**config.mk**
```make
export PLATFORM = sky130hd
export DESIGN_NAME = sorted_timeout_queue
export DESIGN_NICKNAME = d
export VERILOG_FILES = /design/src/design/stq_pkg.sv /design/src/design/sorted_timeout_queue.sv
export VERILOG_INCLUDE_DIRS = /design/src /design/src/design
export SDC_FILE = /design/constraint.sdc
export NUM_CORES = 2
export LEC_CHECK = 0
export ABC_AREA = 1
export BUFFER_PORTS_ARGS = -buffer_cell sky130_fd_sc_hd__buf_2
export CAP_MARGIN = 20
export CORE_MARGIN = 1
export CORE_UTILIZATION = 50
export DETAILED_ROUTE_END_ITERATION = 7
export PLACE_DENSITY_LB_ADDON = 0.05
export SLEW_MARGIN = 0
export SYNTH_ARGS = -nofsm -noshare
export SYNTH_HDL_FRONTEND = slang
export SYNTH_SLANG_ARGS = --single-unit
export TNS_END_PERCENT = 1
```
**constraint.sdc**
```tcl
create_clock -name aclk -period 5.3 [get_ports aclk]
set_input_delay 0 -clock aclk [delete_from_list [all_inputs] [get_ports aclk]]
set_output_delay 0 -clock aclk [all_outputs]
set_load 0.005 [all_outputs]
```
**src/design/sorted_timeout_queue_macros.svh**
```systemverilog
// assertion macros for the sorted timeout queue
`ifndef SORTED_TIMEOUT_QUEUE_MACROS_SVH
`define SORTED_TIMEOUT_QUEUE_MACROS_SVH

// expression must hold at every clock edge out of reset
`define STQ_ASSERT_ALWAYS(lbl, expr, msg) \
    lbl: assert property (@(posedge aclk) disable iff (!aresetn) (expr)) else $error(msg);

// consequent must hold in the cycle after the antecedent
`define STQ_ASSERT_NEXT(lbl, ante, cons, msg) \
    lbl: assert property (@(posedge aclk) disable iff (!aresetn) (ante) |=> (cons)) else $error(msg);

`endif

```
**src/design/stq_pkg.sv**
```systemverilog
// types and constants shared by the sorted timeout queue
`timescale 1ns / 1ps

package stq_pkg;

    localparam int DEPTH       = 16;
    localparam int HANDLE_BITS = 8;
    localparam int TIME_W      = 64;
    localparam int FIRE_MAX    = 16;

    localparam int CNT_W  = $clog2(DEPTH + 1);
    localparam int ADDR_W = (DEPTH > 1) ? $clog2(DEPTH) : 1;
    localparam int FIRE_W = $clog2(FIRE_MAX + 1);

    typedef enum logic [1:0] {
        OP_SET    = 2'd0,
        OP_REMOVE = 2'd1,
        OP_TICK   = 2'd2,
        OP_CLEAR  = 2'd3
    } op_t;

    localparam logic [1:0] STAT_OK      = 2'd0;
    localparam logic [1:0] STAT_FULL    = 2'd1;
    localparam logic [1:0] STAT_MISSING = 2'd2;
    localparam logic [1:0] STAT_CLEARED = 2'd3;

    typedef enum logic [2:0] {
        ST_IDLE,
        ST_FIND,
        ST_DEL,
        ST_INS,
        ST_TCHK,
        ST_EMIT
    } state_t;

    typedef struct packed {
        logic [TIME_W-1:0]      deadline;
        logic [HANDLE_BITS-1:0] handle;
    } entry_t;

endpackage

```
**src/design/sorted_timeout_queue.sv**
```systemverilog
// sorted timeout queue: deadline-ordered table in one memory, walked per command
//
//  channel | dir | tdata (low bit up)                    | tuser (low bit up)
//  s_      | in  | timer_handle[7:0], delay_ms[39:8]     | opcode[1:0]
//  m_      | out | fired_handle[7:0], head_changed[8],   | status[1:0], fired_valid[2]
//          |     | pending_count[13:9], zero pad         | tlast = last_result
//
// set and remove: accept, then scan the table for the handle; on a hit, pull later entries
// down to close the gap; set then shifts later-deadline entries up from the tail and writes
// the new entry (straight into slot zero of an empty table); the result is loaded last
// clear goes straight to its result; a tick advances time, then removes and reports each due head
// reset clears the time counter, the entry count and the output valid flag
// a stalled result holds the walk; the next item is taken once the walk ends
`timescale 1ns / 1ps
`include "sorted_timeout_queue_macros.svh"

module sorted_timeout_queue (
    input  logic        aclk,
    input  logic        aresetn,
    input  logic        s_tvalid,
    output logic        s_tready,
    input  logic [39:0] s_tdata,   // timer_handle[7:0], delay_ms[39:8]
    input  logic [1:0]  s_tuser,   // opcode[1:0]
    output logic        m_tvalid,
    input  logic        m_tready,
    output logic [15:0] m_tdata,   // fired_handle[7:0], head_changed[8], pending_count[13:9]
    output logic [2:0]  m_tuser,   // status[1:0], fired_valid[2]
    output logic        m_tlast
);
    import stq_pkg::*;

    state_t                 state_reg, state_next;
    op_t                    op_reg, op_next;
    logic [HANDLE_BITS-1:0] h_reg, h_next;
    logic [TIME_W-1:0]      dl_reg, dl_next;
    logic [TIME_W-1:0]      now_reg, now_next;
    logic [CNT_W-1:0]       cnt_reg, cnt_next;
    logic [CNT_W-1:0]       ptr_reg, ptr_next;
    logic                   pend_reg, pend_next;
    logic                   had_reg, had_next;
    logic [TIME_W-1:0]      old_reg, old_next;
    logic [1:0]             st_reg, st_next;
    logic                   fire_reg, fire_next;
    logic [FIRE_W-1:0]      fire_cnt_reg, fire_cnt_next;
    logic [HANDLE_BITS-1:0] fh_reg, fh_next;
    entry_t                 head_reg;

    logic                   m_tvalid_reg, m_tvalid_next;
    logic [1:0]             m_status_reg, m_status_next;
    logic                   m_fv_reg, m_fv_next;
    logic [7:0]             m_fh_reg, m_fh_next;
    logic                   m_hc_reg, m_hc_next;
    logic [4:0]             m_pend_reg, m_pend_next;
    logic                   m_last_reg, m_last_next;

    // table memory
    entry_t                 mem [DEPTH];
    entry_t                 rd_reg;
    logic                   mem_we;
    logic [ADDR_W-1:0]      mem_wa;
    logic [ADDR_W-1:0]      mem_ra;
    entry_t                 mem_wd;

    logic                   in_acc;
    op_t                    in_op;
    logic                   find_hit, find_miss;
    logic [CNT_W:0]         del_weff, del_rd;
    logic                   del_done;
    logic                   ins_shift, ins_done;
    logic [CNT_W-1:0]       ptr_m1, ptr_m2;
    logic                   fire_ok, emit_load, emit_more, head_chg;
    entry_t                 new_entry;

    assign s_tready  = (state_reg == ST_IDLE);
    assign in_acc    = s_tvalid && s_tready;
    assign in_op     = op_t'(s_tuser);

    assign find_hit  = pend_reg && (rd_reg.handle == h_reg);
    assign find_miss = !find_hit && (ptr_reg == cnt_reg);

    // rd_reg holds the entry after the write pointer once a read is pending
    assign del_weff  = pend_reg ? ({1'b0, ptr_reg} + 1'b1) : {1'b0, ptr_reg};
    assign del_rd    = del_weff + 1'b1;
    assign del_done  = !(del_rd < {1'b0, cnt_reg});

    assign ptr_m1    = ptr_reg - 1'b1;
    assign ptr_m2    = ptr_reg - CNT_W'(2);
    assign ins_shift = pend_reg && (rd_reg.deadline > dl_reg);
    assign ins_done  = (pend_reg && !ins_shift) || (!pend_reg && (ptr_reg == '0));
    assign new_entry = '{deadline: dl_reg, handle: h_reg};

    assign fire_ok   = (cnt_reg != '0) && (head_reg.deadline <= now_reg);
    assign emit_load = !m_tvalid_reg || m_tready;
    assign emit_more = fire_reg && (fire_cnt_reg < FIRE_W'(FIRE_MAX - 1)) && fire_ok;
    assign head_chg  = (had_reg != (cnt_reg != '0)) ||
                       (had_reg && (head_reg.deadline != old_reg));

    // next state
    always_comb begin
        state_next = state_reg;
        unique case (state_reg)
            ST_IDLE: begin
                if (in_acc) begin
                    unique case (in_op)
                        OP_SET, OP_REMOVE: state_next = ST_FIND;
                        OP_TICK:           state_next = ST_TCHK;
                        OP_CLEAR:          state_next = ST_EMIT;
                    endcase
                end
            end
            ST_FIND: begin
                if (find_hit) begin
                    state_next = ST_DEL;
                end else if (find_miss) begin
                    if (op_reg == OP_SET && cnt_reg < CNT_W'(DEPTH)) begin
                        state_next = ST_INS;
                    end else begin
                        state_next = ST_EMIT;
                    end
                end
            end
            ST_DEL: begin
                if (del_done) begin
                    state_next = (op_reg == OP_SET) ? ST_INS : ST_EMIT;
                end
            end
            ST_INS: begin
                if (ins_done) begin
                    state_next = ST_EMIT;
                end
            end
            ST_TCHK: begin
                state_next = fire_ok ? ST_DEL : ST_EMIT;
            end
            ST_EMIT: begin
                if (emit_load) begin
                    state_next = emit_more ? ST_DEL : ST_IDLE;
                end
            end
            default: state_next = ST_IDLE;
        endcase
    end

    // datapath and memory control
    always_comb begin
        op_next       = op_reg;
        h_next        = h_reg;
        dl_next       = dl_reg;
        now_next      = now_reg;
        cnt_next      = cnt_reg;
        ptr_next      = ptr_reg;
        pend_next     = pend_reg;
        had_next      = had_reg;
        old_next      = old_reg;
        st_next       = st_reg;
        fire_next     = fire_reg;
        fire_cnt_next = fire_cnt_reg;
        fh_next       = fh_reg;
        m_tvalid_next = m_tvalid_reg && !m_tready;
        m_status_next = m_status_reg;
        m_fv_next     = m_fv_reg;
        m_fh_next     = m_fh_reg;
        m_hc_next     = m_hc_reg;
        m_pend_next   = m_pend_reg;
        m_last_next   = m_last_reg;
        mem_we        = 1'b0;
        mem_wa        = ptr_reg[ADDR_W-1:0];
        mem_wd        = rd_reg;
        mem_ra        = ptr_reg[ADDR_W-1:0];

        unique case (state_reg)
            ST_IDLE: begin
                if (in_acc) begin
                    op_next       = in_op;
                    h_next        = HANDLE_BITS'(s_tdata[7:0]);
                    dl_next       = now_reg + {32'd0, s_tdata[39:8]};
                    had_next      = (cnt_reg != '0);
                    old_next      = head_reg.deadline;
                    ptr_next      = '0;
                    pend_next     = 1'b0;
                    st_next       = STAT_OK;
                    fire_next     = 1'b0;
                    fire_cnt_next = '0;
                    if (in_op == OP_TICK) begin
                        now_next = now_reg + 1'b1;
                    end
                    if (in_op == OP_CLEAR) begin
                        cnt_next = '0;
                        st_next  = STAT_CLEARED;
                    end
                end
            end
            ST_FIND: begin
                if (find_hit) begin
                    ptr_next  = ptr_m1;
                    pend_next = 1'b0;
                end else if (find_miss) begin
                    pend_next = 1'b0;
                    if (op_reg == OP_SET) begin
                        if (cnt_reg >= CNT_W'(DEPTH)) begin
                            st_next = STAT_FULL;
                        end
                        ptr_next = cnt_reg;
                    end else begin
                        st_next = STAT_MISSING;
                    end
                end else begin
                    mem_ra    = ptr_reg[ADDR_W-1:0];
                    ptr_next  = ptr_reg + 1'b1;
                    pend_next = 1'b1;
                end
            end
            ST_DEL: begin
                // pull each later entry down by one
                if (pend_reg) begin
                    mem_we   = 1'b1;
                    mem_wa   = ptr_reg[ADDR_W-1:0];
                    mem_wd   = rd_reg;
                    ptr_next = ptr_reg + 1'b1;
                end
                if (!del_done) begin
                    mem_ra    = del_rd[ADDR_W-1:0];
                    pend_next = 1'b1;
                end else begin
                    pend_next = 1'b0;
                    cnt_next  = cnt_reg - 1'b1;
                    ptr_next  = cnt_reg - 1'b1;
                end
            end
            ST_INS: begin
                // walk down from the tail, moving later deadlines up by one
                if (pend_reg) begin
                    mem_we = 1'b1;
                    mem_wa = ptr_reg[ADDR_W-1:0];
                    if (ins_shift) begin
                        mem_wd   = rd_reg;
                        ptr_next = ptr_m1;
                        if (ptr_m1 != '0) begin
                            mem_ra    = ptr_m2[ADDR_W-1:0];
                            pend_next = 1'b1;
                        end else begin
                            pend_next = 1'b0;
                        end
                    end else begin
                        mem_wd    = new_entry;
                        pend_next = 1'b0;
                        cnt_next  = cnt_reg + 1'b1;
                    end
                end else if (ptr_reg == '0) begin
                    mem_we   = 1'b1;
                    mem_wa   = '0;
                    mem_wd   = new_entry;
                    cnt_next = cnt_reg + 1'b1;
                end else begin
                    mem_ra    = ptr_m1[ADDR_W-1:0];
                    pend_next = 1'b1;
                end
            end
            ST_TCHK: begin
                if (fire_ok) begin
                    had_next  = 1'b1;
                    old_next  = head_reg.deadline;
                    fh_next   = head_reg.handle;
                    fire_next = 1'b1;
                    ptr_next  = '0;
                    pend_next = 1'b0;
                end
            end
            ST_EMIT: begin
                if (emit_load) begin
                    m_tvalid_next = 1'b1;
                    m_status_next = st_reg;
                    m_fv_next     = fire_reg;
                    m_fh_next     = fire_reg ? 8'(fh_reg) : 8'd0;
                    m_hc_next     = head_chg;
                    m_pend_next   = 5'(cnt_reg);
                    m_last_next   = !emit_more;
                    if (fire_reg) begin
                        fire_cnt_next = fire_cnt_reg + 1'b1;
                    end
                    if (emit_more) begin
                        had_next  = 1'b1;
                        old_next  = head_reg.deadline;
                        fh_next   = head_reg.handle;
                        ptr_next  = '0;
                        pend_next = 1'b0;
                    end
                end
            end
            default: begin
                pend_next = 1'b0;
            end
        endcase
    end

    always_ff @(posedge aclk) begin
        if (mem_we) begin
            mem[mem_wa] <= mem_wd;
        end
        rd_reg <= mem[mem_ra];
    end

    always_ff @(posedge aclk) begin
        if (!aresetn) begin
            state_reg    <= ST_IDLE;
            now_reg      <= '0;
            cnt_reg      <= '0;
            pend_reg     <= 1'b0;
            fire_reg     <= 1'b0;
            fire_cnt_reg <= '0;
            m_tvalid_reg <= 1'b0;
        end else begin
            state_reg    <= state_next;
            now_reg      <= now_next;
            cnt_reg      <= cnt_next;
            pend_reg     <= pend_next;
            fire_reg     <= fire_next;
            fire_cnt_reg <= fire_cnt_next;
            m_tvalid_reg <= m_tvalid_next;
        end
    end

    always_ff @(posedge aclk) begin
        op_reg       <= op_next;
        h_reg        <= h_next;
        dl_reg       <= dl_next;
        ptr_reg      <= ptr_next;
        had_reg      <= had_next;
        old_reg      <= old_next;
        st_reg       <= st_next;
        fh_reg       <= fh_next;
        m_status_reg <= m_status_next;
        m_fv_reg     <= m_fv_next;
        m_fh_reg     <= m_fh_next;
        m_hc_reg     <= m_hc_next;
        m_pend_reg   <= m_pend_next;
        m_last_reg   <= m_last_next;
        // copy of entry zero, kept in step with every write there
        if (mem_we && (mem_wa == '0)) begin
            head_reg <= mem_wd;
        end
    end

    assign m_tvalid = m_tvalid_reg;
    assign m_tdata  = {2'b00, m_pend_reg, m_hc_reg, m_fh_reg};
    assign m_tuser  = {m_fv_reg, m_status_reg};
    assign m_tlast  = m_last_reg;

    `STQ_ASSERT_ALWAYS(a_cnt_range, cnt_reg <= CNT_W'(DEPTH), "entry count above depth")
    `STQ_ASSERT_ALWAYS(a_wr_live, !mem_we || (CNT_W'(mem_wa) <= cnt_reg), "write past tail")
    `STQ_ASSERT_NEXT(a_accept_busy, s_tvalid && s_tready, !s_tready, "item taken while busy")
    `STQ_ASSERT_ALWAYS(a_fire_ok, !(m_tvalid_reg && m_fv_reg) || (m_status_reg == STAT_OK), "bad fire")

endmodule
```
==> impl_metrics.py <==
metrics = {
    "placement": {
        "pre_cts_ws_ns": 0.655,
        "numPortBuffers": 65,
        "gp_congestion": 0.917,
        "hpwl_um": 119000,
    },
    "cells_and_area": {
        "largest_reg_flops": 1152,
        "layout_commonest_cell": "nand2_1",
        "layout_common_cells": "1,953 x nand2_1, 1,324 x edfxtp_1, 1,311 x nand3_1, 334 x inv_1, 204 x nor2_1",
        "fin_nets": 7009,
        "num-fill-cells": 11700,
        "layout-drive-gt1-share_pct": 9.22,
        "synthToLayoutAreaGrowth_pct": 12.8,
        "final_core_util_pct": 56.9,
    },
    "synthesis": {
        "ys_async_sr_fraction_pct": 0,
        "synth-edff-count": 1324,
        "synthCells": 6671,
        "syn_area_um2": 68400,
        "synthFlopType": "edfxtp_1",
        "avgSynthCellArea_um2": 10.3,
        "ys_ff_latch": 1476,
        "synthesis.yosys.warnings": 0,
        "synth.distinct_cells": 65,
        "ys_seq_area_share_pct": 62.5,
    },
    "sta": {
        "period_needed_ns": 4.74,
        "max_freq_mhz": 211,
        "skew_ns": 0.0306,
        "finalSetupTns_ns": 0,
        "slew-limit-headroom_pct": 29.0,
        "worst_pin_slew_ns": 1.06,
        "setup_violations": 0,
        "hold_viol": 0,
        "slew_violations": 0,
        "post-route-period-util_pct": 89.4,
        "fin_ws_ns": 0.562,
        "rsz0062_at_grt": "false",
    },
    "power_and_ir_drop": {
        "power_density_nw_per_um2": 528,
        "leakagePower_nw": 30.4,
        "peakVddDrop_mv": 0.422,
    },
    "setup_path": {
        "critPathLaunchType": "flip-flop",
        "required_ns": 5.98,
        "rr_endpoint": "rd_reg[55]",
        "setup.worst_path.end_class": "flip-flop",
        "arrival_ns": 5.41,
        "rr_worst_depth": 27,
        "path_class": "reg -> reg",
        "ff2ff_setup_slack_ns": 0.56,
        "r2r-start": "ptr_reg[1]",
        "cp_max_fo": 59,
    },
    "hold_path": {
        "hp-start": "s_tdata[8]",
        "hp-class": "in -> reg",
        "whs_endpoint": "dl_reg[0]",
        "min_delay_path_depth": 3,
    },
    "route": {
        "wl_met3_um": 12300,
        "wl_met2_um": 98000,
        "drc_errors": 0,
        "ant_nets": 0,
        "drt_first_pass_iters": 5,
        "totalWireLength_um": 208000,
        "vias": 50100,
        "met1_length_um": 91200,
        "top_layer_used": "met4",
        "post_drt_wl_per_cell_um": 23.9,
        "first_iter_violations": 4721,
        "via_per_inst": 5.76,
    },
    "clocking": {
        "clk_latency_ns": 0.81,
        "path_clk_slew_ns": 0.06,
        "cts_made_buffers": 161,
        "cts_max_level": 4,
        "cts_resized": 0,
        "cts-root-buf": "clkbuf_16",
        "cts.sinks": 1476,
        "cts_tree": "built",
        "clk_path_buf_depth": 3,
        "post_cts_buffers": 0,
    },
    "floorplan": {
        "core_um2": 136000,
        "die_width_um": 372,
        "die_area_um2": 138000,
        "io-pin-count": 68,
        "start_util_pct": 50.5,
        "die_h_um": 372,
        "fp-row-count": 135,
    },
    "global_routing": {
        "antenna_found_initial": 0,
        "grt_pass1_vias": 47200,
        "grt_usage_pct": 29.9,
        "grt_max_degree": 134,
        "overflow": 0,
        "grt_pass1_wl_um": 308000,
    },
    "outcome": {
        "outcome": "completed",
    },
    "job": {
        "maxCapViolations": 0,
    },
}
==> worst max-delay path, cell delays in order, from the launching register on <==
cell	delay [ns]
edfxtp_1	0.56
inv_1	0.11
ha_1	0.33
inv_1	0.13
nand2_1	0.06
o21ai_0	0.14
inv_1	0.08
ha_1	0.22
xnor2_1	0.22
inv_1	0.07
ha_1	0.27
nand2_1	0.07
inv_1	0.03
nand2_1	0.05
nand3_1	0.06
nand2_1	0.12
nand2_4	0.08
nor2_4	0.13
inv_2	0.11
o21ai_1	0.12
inv_1	0.05
nand2_1	0.10
a21oi_4	0.07
inv_6	0.58
buf_4	0.43
nand3_1	0.12
nand3_1	0.09
nand2_1	0.06
==> report_power, final <==
group | internal, mW | switching, mW
Clock | 6.31 | 4.65
Combinational | 4.40 | 9.99
Sequential | 14.9 | 0.523
Total | 25.6 | 15.2
==> logic make-up after synthesis <==
group / Yosys count / synth area share (%)
multiplexers: 2 / 0.0329
buffers and inverters: 724 / 4.71
AND/OR/NAND/NOR: 3754 / 24.3
AO/OA/AOI/OAI: 401 / 3.43
flip-flops: 1476 / 62.5
other: 1 / 0.00548
XOR/XNOR: 135 / 1.73
adder cells (fa/ha/maj): 178 / 3.26
==> repair_timing <==
| action | CTS | global route |
|---|---|---|
| endpoints found under the setup margin | 0 | 0 |
| hold endpoints to repair | 118 | 0 |
| hold buffers | 63 | 0 |
==> synth_stat cells (23+ instances only) <==
cell type / count / share of area [%]
a21oi_1: 176 / 1.3
buf_2: 203 / 1.5
clkbuf_1: 115 / 0.63
dfxtp_1: 152 / 4.4
edfxtp_1: 1324 / 58
ha_1: 177 / 3.2
inv_1: 335 / 1.8
nand2_1: 1956 / 11
nand3_1: 1311 / 9.6
nand3_2: 48 / 0.70
nand4_1: 51 / 0.47
nor2_1: 221 / 1.2
nor3_1: 72 / 0.53
o21ai_0: 83 / 0.61
o31ai_1: 66 / 0.72
or2_2: 23 / 0.21
xnor2_1: 33 / 0.42
xor2_1: 102 / 1.3
==> metrics by stage <==
step	hold WS [ns]	power (mW)	cells	cell area (um2)
after global placement	0.182	29.8	8335	71400
after global routing	0.0937	43.0	8699	77200
final	0.0691	40.8	8700	77200
after floorplan	0.0989	25.2	6672	68400
after detailed placement	0.179	29.9	8336	71400
after CTS	0.0265	40.9	8695	77200
==> how the worst max path moves through the flow <==
| stage | end | startpoint | slack (ns) |
|---|---|---|---|
| global placement | rd_reg[52] | ptr_reg[1] | 0.73 |
| floorplan | mem[11][0] | state_reg[1] | 0.16 |
| global route | rd_reg[55] | ptr_reg[1] | 0.17 |
| detailed placement | rd_reg[55] | ptr_reg[1] | 0.66 |
| CTS | rd_reg[55] | ptr_reg[1] | 0.62 |
| finish | rd_reg[55] | ptr_reg[1] | 0.56 |
==> metal layers <==
layer	track usage [%]	vias to the layer above
met1	41.8	24700
met2	48.4	1727
met3	3.73	324
met4	9.48	0
li1	-	23400
met5	0	-
==> final cells by class <==
type	instances	area, um2	share of cell area (%)
flip-flops and latches	1476	42800	55.4
well taps	1781	2230	2.89
inverters	356	1350	1.75
multi-input cells	4472	22600	29.3
clock inverters	71	636	0.823
diodes	1	2.50	0.00324
clock buffers	225	4480	5.81
repair buffers	318	3040	3.94
No activity file was read; power rests on OpenSTA's default activity.
